## config.mk

```make
export PLATFORM = sky130hd
export DESIGN_NAME = line_pixel_stepper_top
export DESIGN_NICKNAME = d
export VERILOG_FILES = /design/src/rtl/lps_pkg.sv /design/src/rtl/lps_setup.sv /design/src/rtl/lps_walker.sv /design/src/rtl/lps_addr.sv /design/src/rtl/line_pixel_stepper_top.sv
export SDC_FILE = /design/constraint.sdc
export NUM_CORES = 1
export LEC_CHECK = 0
export ABC_AREA = 1
export ABC_CLOCK_PERIOD_IN_PS = 22200
export BUFFER_PORTS_ARGS = -buffer_cell sky130_fd_sc_hd__buf_2
export CAP_MARGIN = 0
export CORE_ASPECT_RATIO = 1.25
export CORE_MARGIN = 2
export CORE_UTILIZATION = 45
export CTS_BUF_LIST = sky130_fd_sc_hd__clkbuf_8
export DETAILED_ROUTE_END_ITERATION = 7
export HOLD_SLACK_MARGIN = 0.03
export PLACE_DENSITY = 0.72
export SYNTH_ARGS = -nofsm -noshare
export SYNTH_HDL_FRONTEND = slang
export SYNTH_HIERARCHICAL = 1
export SYNTH_SLANG_ARGS = --single-unit
```

## constraint.sdc

```tcl
create_clock -name clk -period 22.2 [get_ports clk]
set_input_delay 1.11 -clock clk [delete_from_list [all_inputs] [get_ports clk]]
set_output_delay 1.11 -clock clk [all_outputs]
set_load 0.02 [all_outputs]
```

## src/rtl/lps_pkg.sv

```systemverilog
// Shared types, constants and register codes of the line pixel stepper.
package lps_pkg;

  // Coordinate width of the endpoint fields.
  localparam int COORD_BITS = 12;
  // Position width: one sign bit of headroom for differences.
  localparam int POS_W = COORD_BITS + 1;
  // Error accumulator width: holds up to three times the major span.
  localparam int ERR_W = COORD_BITS + 4;

  localparam int CFG_W       = 11;
  localparam int INDEX_W     = 20;
  localparam int COLOR_W     = 32;
  localparam int REG_IDX_W   = 1;

  // Default clamp for the buffer sides.
  localparam int MAX_SIDE_DEFAULT = 1024;

  // Reset values of the buffer registers.
  localparam logic [CFG_W-1:0] WIDTH_RESET  = CFG_W'(320);
  localparam logic [CFG_W-1:0] HEIGHT_RESET = CFG_W'(240);

  // Configuration register indexes.
  localparam logic [REG_IDX_W-1:0] REG_BUFFER_WIDTH  = 1'b0;
  localparam logic [REG_IDX_W-1:0] REG_BUFFER_HEIGHT = 1'b1;

  // Item opcodes.
  localparam logic OP_LOAD = 1'b0;
  localparam logic OP_STEP = 1'b1;

  // One input beat.
  typedef struct packed {
    logic                         opcode;
    logic signed [COORD_BITS-1:0] start_x;
    logic signed [COORD_BITS-1:0] start_y;
    logic signed [COORD_BITS-1:0] end_x;
    logic signed [COORD_BITS-1:0] end_y;
    logic [COLOR_W-1:0]           pen_color;
  } item_t;

  // One output beat.
  typedef struct packed {
    logic               write_enable;
    logic [INDEX_W-1:0] pixel_index;
    logic [COLOR_W-1:0] pixel_color;
    logic               last;
  } result_t;

  // Line state prepared from a load beat.
  typedef struct packed {
    logic                         steep;
    logic signed [POS_W-1:0]      major_pos;
    logic signed [COORD_BITS-1:0] major_end;
    logic signed [POS_W-1:0]      minor_pos;
    logic                         minor_up;
    logic signed [POS_W-1:0]      major_span;
    logic signed [ERR_W-1:0]      error_step;
    logic [COLOR_W-1:0]           color;
  } line_setup_t;

  // Pixel produced by one step, before clipping and addressing.
  typedef struct packed {
    logic                    hit;
    logic signed [POS_W-1:0] row;
    logic signed [POS_W-1:0] col;
    logic                    last;
    logic [COLOR_W-1:0]      color;
  } step_info_t;

endpackage

```

## src/rtl/lps_setup.sv

```systemverilog
// Load path: axis swap, endpoint ordering and error term setup.
module lps_setup (
  input  lps_pkg::item_t       item,
  output lps_pkg::line_setup_t setup
);

  localparam int C = lps_pkg::COORD_BITS;
  localparam int P = lps_pkg::POS_W;
  localparam int E = lps_pkg::ERR_W;

  logic signed [C-1:0] ax, ay, bx, by;
  logic signed [P-1:0] dx, dy, adx, ady;
  logic                steep;
  logic signed [C-1:0] maj_a, min_a, maj_b, min_b;
  logic signed [C-1:0] s_maj_a, s_min_a, s_maj_b, s_min_b;
  logic                swap;
  logic signed [P-1:0] dmin, admin;

  assign ax = item.start_x;
  assign ay = item.start_y;
  assign bx = item.end_x;
  assign by = item.end_y;

  // Spans on both axes; steep when the row span is strictly larger.
  always_comb begin
    dx    = P'(ax) - P'(bx);
    dy    = P'(ay) - P'(by);
    adx   = dx[P-1] ? -dx : dx;
    ady   = dy[P-1] ? -dy : dy;
    steep = $unsigned(adx) < $unsigned(ady);
  end

  // Swap axes for steep lines, then order by the major coordinate.
  always_comb begin
    maj_a = steep ? ay : ax;
    min_a = steep ? ax : ay;
    maj_b = steep ? by : bx;
    min_b = steep ? bx : by;
    swap  = maj_a > maj_b;
    s_maj_a = swap ? maj_b : maj_a;
    s_min_a = swap ? min_b : min_a;
    s_maj_b = swap ? maj_a : maj_b;
    s_min_b = swap ? min_a : min_b;
  end

  // Doubled minor span and the starting line state.
  always_comb begin
    dmin  = P'(s_min_b) - P'(s_min_a);
    admin = dmin[P-1] ? -dmin : dmin;
    setup.steep      = steep;
    setup.major_pos  = P'(s_maj_a);
    setup.major_end  = s_maj_b;
    setup.minor_pos  = P'(s_min_a);
    setup.minor_up   = s_min_b > s_min_a;
    setup.major_span = P'(s_maj_b) - P'(s_maj_a);
    setup.error_step = E'({admin, 1'b0});
    setup.color      = item.pen_color;
  end

endmodule

```

## src/rtl/lps_walker.sv

```systemverilog
// Line state registers and the per-step Bresenham update.
module lps_walker (
  input  logic                 clk,
  input  logic                 rst,
  input  logic                 beat,
  input  logic                 opcode,
  input  lps_pkg::line_setup_t setup,
  output lps_pkg::step_info_t  info
);

  localparam int C = lps_pkg::COORD_BITS;
  localparam int P = lps_pkg::POS_W;
  localparam int E = lps_pkg::ERR_W;

  logic                          line_active;
  logic                          is_steep;
  logic signed [P-1:0]           major_pos;
  logic signed [C-1:0]           major_end;
  logic signed [P-1:0]           minor_pos;
  logic                          minor_up;
  logic signed [P-1:0]           major_span;
  logic signed [E-1:0]           error_step;
  logic signed [E-1:0]           error_acc;
  logic [lps_pkg::COLOR_W-1:0]   held_color;

  logic                last_pos;
  logic signed [E-1:0] acc_sum;
  logic                bump;
  logic signed [E-1:0] acc_next;
  logic signed [P-1:0] minor_next;
  logic                step_hit;

  // Pixel at the current position and the next error and minor values.
  always_comb begin
    last_pos   = major_pos >= P'(major_end);
    acc_sum    = error_acc + error_step;
    bump       = acc_sum > E'(major_span);
    acc_next   = bump ? acc_sum - (E'(major_span) <<< 1) : acc_sum;
    minor_next = bump ? (minor_up ? minor_pos + P'(1) : minor_pos - P'(1)) : minor_pos;
    step_hit   = (opcode == lps_pkg::OP_STEP) && line_active;
    info.hit   = step_hit;
    info.row   = is_steep ? major_pos : minor_pos;
    info.col   = is_steep ? minor_pos : major_pos;
    info.last  = last_pos;
    info.color = held_color;
  end

  // State update on each accepted beat.
  always_ff @(posedge clk) begin
    if (rst) begin
      line_active <= 1'b0;
    end else if (beat) begin
      if (opcode == lps_pkg::OP_LOAD) begin
        line_active <= 1'b1;
        is_steep    <= setup.steep;
        major_pos   <= setup.major_pos;
        major_end   <= setup.major_end;
        minor_pos   <= setup.minor_pos;
        minor_up    <= setup.minor_up;
        major_span  <= setup.major_span;
        error_step  <= setup.error_step;
        error_acc   <= '0;
        held_color  <= setup.color;
      end else if (line_active) begin
        error_acc <= acc_next;
        minor_pos <= minor_next;
        if (last_pos) begin
          line_active <= 1'b0;
        end else begin
          major_pos <= major_pos + P'(1);
        end
      end
    end
  end

endmodule

```

## src/rtl/lps_addr.sv

```systemverilog
// Clipping, pixel address and the output register.
module lps_addr #(
  parameter int MAX_SIDE = lps_pkg::MAX_SIDE_DEFAULT
) (
  input  logic                       clk,
  input  logic                       rst,
  input  logic                       beat,
  input  lps_pkg::step_info_t        info,
  input  logic [lps_pkg::CFG_W-1:0]  buffer_width,
  input  logic [lps_pkg::CFG_W-1:0]  buffer_height,
  output logic                       take,
  output logic                       result_valid,
  input  logic                       result_stall,
  output lps_pkg::result_t           result
);

  localparam int C      = lps_pkg::COORD_BITS;
  localparam int SIDE_W = $clog2(MAX_SIDE + 1);
  localparam int PROD_W = C + SIDE_W;

  logic [SIDE_W-1:0]    w_side, h_side;
  logic [C-1:0]         row_mag, col_mag;
  logic                 in_bounds;
  logic [PROD_W-1:0]    addr;
  lps_pkg::result_t     result_next;

  // Buffer sides saturated to the largest supported side.
  always_comb begin
    w_side = (32'(buffer_width) > 32'(MAX_SIDE)) ? SIDE_W'(MAX_SIDE) : SIDE_W'(buffer_width);
    h_side = (32'(buffer_height) > 32'(MAX_SIDE)) ? SIDE_W'(MAX_SIDE) : SIDE_W'(buffer_height);
  end

  // Clip test and row-major address of the step pixel.
  always_comb begin
    row_mag   = info.row[C-1:0];
    col_mag   = info.col[C-1:0];
    in_bounds = !info.row[C] && !info.col[C] &&
                (32'(row_mag) < 32'(h_side)) && (32'(col_mag) < 32'(w_side));
    addr      = PROD_W'(row_mag) * PROD_W'(w_side) + PROD_W'(col_mag);
    result_next = '0;
    if (info.hit) begin
      result_next.write_enable = in_bounds;
      result_next.pixel_index  = in_bounds ? lps_pkg::INDEX_W'(addr) : '0;
      result_next.pixel_color  = info.color;
      result_next.last         = info.last;
    end
  end

  // The register loads whenever it is empty or its beat is leaving.
  assign take = !result_valid || !result_stall;

  always_ff @(posedge clk) begin
    if (rst) begin
      result_valid <= 1'b0;
    end else if (take) begin
      result_valid <= beat;
    end
  end

  always_ff @(posedge clk) begin
    if (take && beat) begin
      result <= result_next;
    end
  end

endmodule

```

## src/rtl/line_pixel_stepper_top.sv

```systemverilog
// Top level of the line pixel stepper: configuration registers and datapath.
//
// Bresenham line rasterizer. A load beat (opcode load) takes two endpoints
// and a color and sets up a new line; each step beat then yields the pixel
// at the next major-axis position as a write enable, a row-major pixel
// index, the color and a last mark. Every accepted beat gives exactly one
// result beat; loads and steps with no active line give an all-zero result.
// Channels: item_valid/item_stall/item in, result_valid/result_stall/result
// out; a beat moves when valid is high and stall is low. The buffer width
// and height are written through cfg_valid/cfg_ready/cfg_index/cfg_data,
// which is always ready; write them only while the block is idle.
// Each accepted item's result appears in the next cycle; one item is taken
// every cycle unless the output stalls: the line state update is a single
// add and compare and the address is one multiply-add ahead of the output
// register. While the result register holds a stalled beat, item_stall is
// raised. A synchronous reset empties the output register, ends any active
// line and sets the buffer to 320 by 240.
module line_pixel_stepper_top #(
  parameter int MAX_SIDE = lps_pkg::MAX_SIDE_DEFAULT
) (
  input  logic                              clk,
  input  logic                              rst,
  input  logic                              item_valid,
  output logic                              item_stall,
  input  lps_pkg::item_t                    item,
  output logic                              result_valid,
  input  logic                              result_stall,
  output lps_pkg::result_t                  result,
  input  logic                              cfg_valid,
  output logic                              cfg_ready,
  input  logic [lps_pkg::REG_IDX_W-1:0]     cfg_index,
  input  logic [lps_pkg::CFG_W-1:0]         cfg_data
);

  logic [lps_pkg::CFG_W-1:0] buffer_width;
  logic [lps_pkg::CFG_W-1:0] buffer_height;
  logic                      take;
  logic                      beat;
  lps_pkg::line_setup_t      setup;
  lps_pkg::step_info_t       info;

  // Configuration writes.
  assign cfg_ready = 1'b1;

  always_ff @(posedge clk) begin
    if (rst) begin
      buffer_width  <= lps_pkg::WIDTH_RESET;
      buffer_height <= lps_pkg::HEIGHT_RESET;
    end else if (cfg_valid && cfg_ready) begin
      unique case (cfg_index)
        lps_pkg::REG_BUFFER_WIDTH:  buffer_width  <= cfg_data;
        lps_pkg::REG_BUFFER_HEIGHT: buffer_height <= cfg_data;
        default: ;
      endcase
    end
  end

  // Input handshake follows the output register.
  assign item_stall = !take;
  assign beat       = item_valid && take;

  lps_setup u_setup (
    .item  (item),
    .setup (setup)
  );

  lps_walker u_walker (
    .clk    (clk),
    .rst    (rst),
    .beat   (beat),
    .opcode (item.opcode),
    .setup  (setup),
    .info   (info)
  );

  lps_addr #(
    .MAX_SIDE (MAX_SIDE)
  ) u_addr (
    .clk           (clk),
    .rst           (rst),
    .beat          (beat),
    .info          (info),
    .buffer_width  (buffer_width),
    .buffer_height (buffer_height),
    .take          (take),
    .result_valid  (result_valid),
    .result_stall  (result_stall),
    .result        (result)
  );

endmodule
```

==> qor.yml, run 1 <==
status: "completed"
synthAdderAreaFrac_pct: 22.2
antenna_found_initial: 3
synth_edf_count: 171
detail-route-antenna-nets: 0
nNetsFinal: 3242
routabilityCongestion: 0.990
fmax_mhz: 87.2
clk_latency_ns: 0.51
vias: 17707
relSlewSlack_pct: 25.7
ys_ff_latch: 195
ctsHoldBuffers: 0
ys.flop_type: "edfxtp_1"
ys_warn_count: 6
synth_area_leaders: "edfxtp_1 25%, nand2_1 13%, ha_1 12%, fa_1 10%, inv_1 9.3%"
grt.overflow.total: 0
synth_top_family_by_area: "simple AND/OR/NAND/NOR gates"
worst_pin_slew_ns: 1.11
synth_top_area_cell: "edfxtp_1"
track_usage_pct: 23.1
hold_viol_final: 0
cts_buffers: 17
crit_path_start: "item[44]"
htree_levels: 4
rows: 87
drtPass1Iterations: 6
worst_hold_slack_ns: 0.497
cts_buffer_depth: 2
startpoint_type: "input pin"
endpoint_kind: "flop"
synth_simple_gate_area_share_pct: 25.0
die_width_um: 195
worst_path_max_delay_cell: "buf_4"
path_clk_slew_ns: 0.10
hold_path_class: "flop to flop"
drive_gt1_share_pct: 9.98
synthTopCellsByCount: "726 x nand2_1, 510 x inv_1, 235 x nor2_1"
io_buffers: 153
cp_common_cell: "inv_1"
critPathTopFamily: "compound AO/OA/AOI/OAI gates"
syn_area_mm2: 0.0206
syn_area_per_cell_um2: 7.46
initial_utilization_pct: 45.6
cp.buffers_inverters: 11
cts-root-buf: "clkbuf_8"
min_from: "u_walker/line_active"
io_pins: 155
skew_ns: 0.0190
cp.required_ns: 22.47
grt_max_degree: 94
cp_max_fo: 93
wl_per_cell_um: 15.8
post_cts_buffers: 0
r2r_start: "u_walker/is_steep"
dieArea_mm2: 0.0474
syn_inst: 2755
cts_tree: "built"
setup_viol: 0
muxShareOfSynthArea_pct: 0.0487
rrSetupSlack_ns: 15.77
period_share_pct: 51.7
drc_errors: 0
yosysMostFrequentCell: "nand2_1"
synthArstFlopShare_pct: 0
min_period_ns: 11.47
yosysUniqueCellTypes: 49
clock_sinks: 195
grt_pass1_wl_mm: 86.9
synth_xor_area_share_pct: 4.77
fin_setup_tns_ns: 0
critPathKind: "input pin to flop"
place_hpwl_mm: 45.6
vias_per_cell: 5.15
max-cap-violations: 0
synth_compound_area_share_pct: 7.85
worst_ep_arrival_time_ns: 11.74
critPathMaxStageDelay_ns: 0.58
rsz0062_at_grt: "false"
cts_resized: 0
syn2layout_area_growth_pct: 6.75
grt_pass1_vias: 17688
wl_mm: 54.2
final_max_slew_viol_count: 0
seq_area_frac_synth_pct: 27.3
synth_top_area_share_pct: 25.0
die_h_um: 243
drtIter0Drc: 1104
coreArea_mm2: 0.0451
[path summary, 6_finish.rpt]
kind / to / cells past startpoint
max reg2reg: u_addr/result[49] / 21
max: u_walker/error_step[9] / 53
min: u_walker/line_active / 2
min reg2reg: u_walker/line_active / 2
[metrics by stage]
stage | cells | setup WS [ns] | instance area (um2) | utilization, %
after floorplan | 2757 | 12.66 | 20600 | -
after global placement | 3401 | 10.77 | 21500 | 47.8
after detailed placement | 3401 | 10.40 | 21500 | 47.8
after CTS | 3433 | 10.95 | 21900 | 48.7
after global routing | 3436 | 9.60 | 21900 | 48.7
final | 3436 | 10.73 | 21900 | 48.7
[routing by layer]
layer  part of all wire [%]  GRT usage, %
met2                     52          43.5
met5                      0             0
met4                    6.5          14.6
met1                     37          24.4
met3                    3.8          2.39
[sequential cells by signal (all words and copies together) (netlist names)]
register / count
u_walker/held_color: 32
u_walker/error_acc: 16
buffer_width: 11
u_walker/major_span: 13
u_addr/result: 54
u_walker/line_active: 1
u_walker/error_step: 16
u_walker/major_pos: 13
u_walker/minor_up: 1
u_walker/is_steep: 1
u_addr/result_valid: 1
u_walker/major_end: 12
u_walker/minor_pos: 13
buffer_height: 11
[worst reg2reg max path: stages (launching register included)]
cell and delay, ns:
edfxtp_1 0.36, buf_4 0.39, nor2_1 0.11, a21oi_1 0.82, nand2_1 0.19, fa_1 0.53
inv_1 0.06, fa_1 0.50, inv_1 0.05, fa_1 0.47, fa_1 0.52, fa_1 0.54
inv_1 0.04, ha_1 0.38, nand2_1 0.11, a21oi_1 0.08, nor3_1 0.35, nand3_1 0.25
nand2_1 0.12, nand2_1 0.07, xnor2_1 0.17, nor2_2 0.04
[logic make-up (layout without fill, tap and decap cells)]
logic type,Yosys count,in the layout
xor gates and xnor gates,112,112
DFF,195,195
and+or+nand+nor,1216,1216
other,2,7
muxes,1,1
buffers and inverters,629,727
adders and majority gates,302,302
AOI/OAI and AO/OA,298,298
[cell usage in the layout, fill, tap and decap left out, types with 5 or more instances in the layout]
| cell type | synthesis | routed |
|---|---|---|
| o21bai_1 | 15 | 15 |
| buf_2 | 13 | 153 |
| dfxtp_1 | 24 | 24 |
| o21ai_1 | 7 | 7 |
| inv_1 | 510 | 511 |
| xor2_1 | 89 | 89 |
| nor2_1 | 235 | 235 |
| xnor2_1 | 23 | 23 |
| nand4_1 | 23 | 23 |
| edfxtp_1 | 171 | 171 |
| nand3b_1 | 10 | 10 |
| inv_6 | 1 | 6 |
| a21oi_1 | 122 | 121 |
| clkinv_8 | 0 | 5 |
| nand2_1 | 726 | 726 |
| o21ai_0 | 124 | 124 |
| nor3_1 | 20 | 19 |
| nand3_1 | 129 | 129 |
| clkbuf_8 | 0 | 17 |
| or2_2 | 9 | 9 |
| nor2_2 | 23 | 23 |
| nor4_1 | 5 | 5 |
| a31oi_1 | 10 | 10 |
| inv_2 | 10 | 10 |
| nand3_2 | 8 | 8 |
| buf_4 | 45 | 17 |
| fa_1 | 105 | 105 |
| ha_1 | 197 | 197 |
| nand2_2 | 17 | 17 |
[cell type report]
class | count | area (um2)
Fill cell | 4422 | 23100
Multi-Input combinational cell | 1933 | 12300
Sequential cell | 195 | 5620
Inverter | 525 | 1980
Timing Repair Buffer | 170 | 893
Tap cell | 578 | 723
Clock buffer | 17 | 234
Clock inverter | 15 | 164
Antenna cell | 3 | 7.51
Power of run 1 is left out: the tool's default activity adds up to more than one toggle a clock period on the data nets, which glitch-free logic cannot reach.
==> run 2: changes to the inputs <==
--- a/config.mk
+++ b/config.mk
@@ -5,8 +5,8 @@
 export SDC_FILE = /design/constraint.sdc
 export NUM_CORES = 1
 export LEC_CHECK = 0
-export ABC_AREA = 1
-export ABC_CLOCK_PERIOD_IN_PS = 22200
+export ABC_AREA = 0
+export ABC_CLOCK_PERIOD_IN_PS = 9550
 export BUFFER_PORTS_ARGS = -buffer_cell sky130_fd_sc_hd__buf_2
 export CAP_MARGIN = 0
 export CORE_ASPECT_RATIO = 1.25
@@ -15,7 +15,7 @@
 export CTS_BUF_LIST = sky130_fd_sc_hd__clkbuf_8
 export DETAILED_ROUTE_END_ITERATION = 7
 export HOLD_SLACK_MARGIN = 0.03
-export PLACE_DENSITY = 0.72
+export PLACE_DENSITY = 0.74
 export SYNTH_ARGS = -nofsm -noshare
 export SYNTH_HDL_FRONTEND = slang
 export SYNTH_HIERARCHICAL = 1
==> constraint.sdc (replaced) <==
create_clock -name clk -period 9.55 [get_ports clk]
set_input_delay 0.4775 -clock clk [delete_from_list [all_inputs] [get_ports clk]]
set_output_delay 0.4775 -clock clk [all_outputs]
set_load 0.02 [all_outputs]
==> qor.yml, run 2 <==
syn_area_mm2: 0.0207  # was 0.0206 mm2
vias_per_cell: 5.61  # was 5.15
hold_path_class: "input pin to flop"  # was flop to flop
cts-root-buf: "clkbuf_8"  # unchanged
status: "completed"  # unchanged
synth_edf_count: 171  # unchanged
worst_ep_arrival_time_ns: 9.31  # was 11.74 ns
io_pins: 155  # unchanged
cts_tree: "built"  # unchanged
antenna_found_initial: 0  # was 3
setup_viol: 0  # unchanged
yosysUniqueCellTypes: 97  # was 49
ys.flop_type: "edfxtp_1"  # unchanged
grt_max_degree: 80  # was 94
wl_per_cell_um: 17.8  # was 15.8 um
initial_utilization_pct: 45.7  # was 45.6%
final_util_pct: 51.8  # was 48.7%
dieArea_mm2: 0.0477  # was 0.0474 mm2
yosysMostFrequentCell: "inv_1"  # was nand2_1
worst_path_max_delay_cell: "or4_1"  # was buf_4
biggestRegsByFlops: "u_addr/result (54), u_walker/held_color (32)"  # unchanged
hold_viol_final: 0  # unchanged
critPathKind: "input pin to flop"  # unchanged
ys_warn_count: 6  # unchanged
worst_pin_slew_ns: 1.25  # was 1.11 ns
seq_area_frac_synth_pct: 27.1  # was 27.3%
wl_mm: 55.3  # was 54.2 mm
syn_inst: 2306  # was 2755
cp_common_cell: "a21boi_1"  # was inv_1
period_share_pct: 95.0
die_h_um: 244  # was 243 um
drtIter0Drc: 1227  # was 1104
die_width_um: 196  # was 195 um
layout_commonest_cell: "inv_1"  # was nand2_1
startpoint_type: "input pin"  # unchanged
io_buffers: 153  # unchanged
syn_area_per_cell_um2: 8.97  # was 7.46 um2
relSlewSlack_pct: 15.9  # was 25.7%
rows: 87  # unchanged
syn2layout_area_growth_pct: 13.3  # was 6.75%
synth_top_area_cell: "edfxtp_1"  # unchanged
ctsHoldBuffers: 0  # unchanged
routabilityCongestion: 1.01  # was 0.990
grt.overflow.total: 0  # unchanged
worst_hold_slack_ns: 0.134  # was 0.497 ns
drc_errors: 0  # unchanged
fmax_mhz: 110
clock_sinks: 195  # unchanged
largest_reg_flops: 54  # unchanged
detail-route-antenna-nets: 0  # unchanged
setup_ws_ns: 0.478  # was 10.73 ns
vias: 17466  # was 17707
critPathMaxStageDelay_ns: 0.56  # was 0.58 ns
regMostFlops: "u_addr/result"  # unchanged
clk_latency_ns: 0.51  # about the same
grt_pass1_vias: 17127  # was 17688
ys_ff_latch: 195  # unchanged
grt_pass1_wl_mm: 87.2  # was 86.9 mm
coreArea_mm2: 0.0453  # was 0.0451 mm2
endpoint_kind: "flop"  # unchanged
synth_area_leaders: "edfxtp_1 25%, ha_1 12%, fa_1 10%, inv_1 5.0%, nand2_1 4.3%"  # was edfxtp_1 25%, nand2_1 13%, ha_1 12%, fa_1 10%, inv_1 9.3%
synth_top_area_share_pct: 24.8  # was 25.0%
synthArstFlopShare_pct: 0  # unchanged
cp_max_fo: 18  # was 93
cts_buffers: 17  # unchanged
track_usage_pct: 22.8  # was 23.1%
nNetsFinal: 2920  # was 3242
pre_cts_slack_ns: -0.298  # was 10.40 ns
synthTopCellsByCount: "275 x inv_1, 235 x nand2_1, 197 x ha_1"  # was 726 x nand2_1, 510 x inv_1, 235 x nor2_1
drtPass1Iterations: 6  # unchanged
final_max_slew_viol_count: 0  # unchanged
skew_ns: 0.0301  # was 0.0190 ns
fillers: 4116  # was 4422
cp.required_ns: 9.79  # was 22.47 ns
final_cell_mix: "275 x inv_1, 235 x nand2_1, 195 x ha_1, 171 x edfxtp_1, 170 x nor2_1"  # was 726 x nand2_1, 511 x inv_1, 235 x nor2_1, 197 x ha_1, 171 x edfxtp_1
cts_buffer_depth: 2  # unchanged
min_period_ns: 9.07
htree_levels: 4  # unchanged
post_layout_nonfiller_instances: 3112  # was 3436
rrSetupSlack_ns: 2.90  # was 15.77 ns
place_hpwl_mm: 44.3  # was 45.6 mm
drive_gt1_share_pct: 18.8  # was 9.98%
max-cap-violations: 0  # unchanged
path_clk_slew_ns: 0.13  # was 0.10 ns
dpl.cell_count: 3077  # was 3401
==> run 2: changes by cell type after synthesis, moves of 42 or more <==
cell	change
and2_1	+80
inv_1	-235
mux2_2	+50
mux2i_1	+65
nand2_1	-491
nand3_1	-98
nor2_1	-64
o21ai_0	-46
xnor2_1	+47
xor2_1	-42
==> run 2: area by class of cell <==
| class | instances | area [um2] | share of cell area, % |
|---|---|---|---|
| clock inverter | 15 | 181 | 0.774 |
| clock buffer | 17 | 234 | 0.998 |
| timing repair buffer | 317 | 2050 | 8.74 |
| inverter | 276 | 1040 | 4.42 |
| sequential | 195 | 5620 | 24.0 |
| multi-input combinational | 1713 | 13600 | 58.0 |
| tap | 578 | 723 | 3.09 |
| antenna | 1 | 2.50 | 0.0107 |
==> run 2: final timing paths <==
kind                                        start                      end  cells after the start
worst max-delay path                     item[56]  u_walker/error_step[12]                     46
worst min register to register    buffer_width[5]          buffer_width[5]                      2
worst min-delay path                     item[23]  u_walker/held_color[23]                      1
worst max register to register  u_walker/is_steep        u_addr/result[51]                     18
==> run 2: per-layer routing <==
layer	vias up	part of all wire, %	GRT usage [%]
met1	8344	40	26.9
met5	-	0	0
met3	147	5.4	2.26
met4	0	4.6	12.0
met2	642	50	40.9
li1	8333	-	-
==> run 2: cell families after synthesis <==
group	count (synthesis)	share of synthesized area (%)
AND/OR/NAND/NOR	716	16.9
AO/OA/AOI/OAI	453	14.5
buffers and inverters	401	8.26
adder cells (fa/ha/maj)	303	22.1
flip-flops	195	27.1
multiplexers	119	6.13
XOR/XNOR	117	4.95
other	2	0.0363
==> run 2: per-stage QoR <==
stage,setup TNS [ns],cell area [um2]
6_report,0,23400
5_1_grt,-0.0467,23400
4_1_cts,0,23200
3_5_place_dp,-2.46,22800
3_3_place_gp,0,22800
2_1_floorplan,0,20800
==> run 2: timing repair <==
| action | in CTS | in global routing |
|---|---|---|
| hold endpoints to repair | 0 | 0 |
| setup buffers | 0 | 1 |
| endpoints found under the setup margin | 0 | 14 |
| resized for setup | 0 | 47 |
==> run 2: critical path, delay by kind of cell <==
kind	cells	cell delay, ns
multiplexers	2	0.62
XOR/XNOR	2	0.29
buffers and inverters	6	0.70
adder cells (fa/ha/maj)	6	1.80
AND/OR/NAND/NOR	10	2.05
AO/OA/AOI/OAI	20	3.31
Power of run 2 is left out for the same reason.
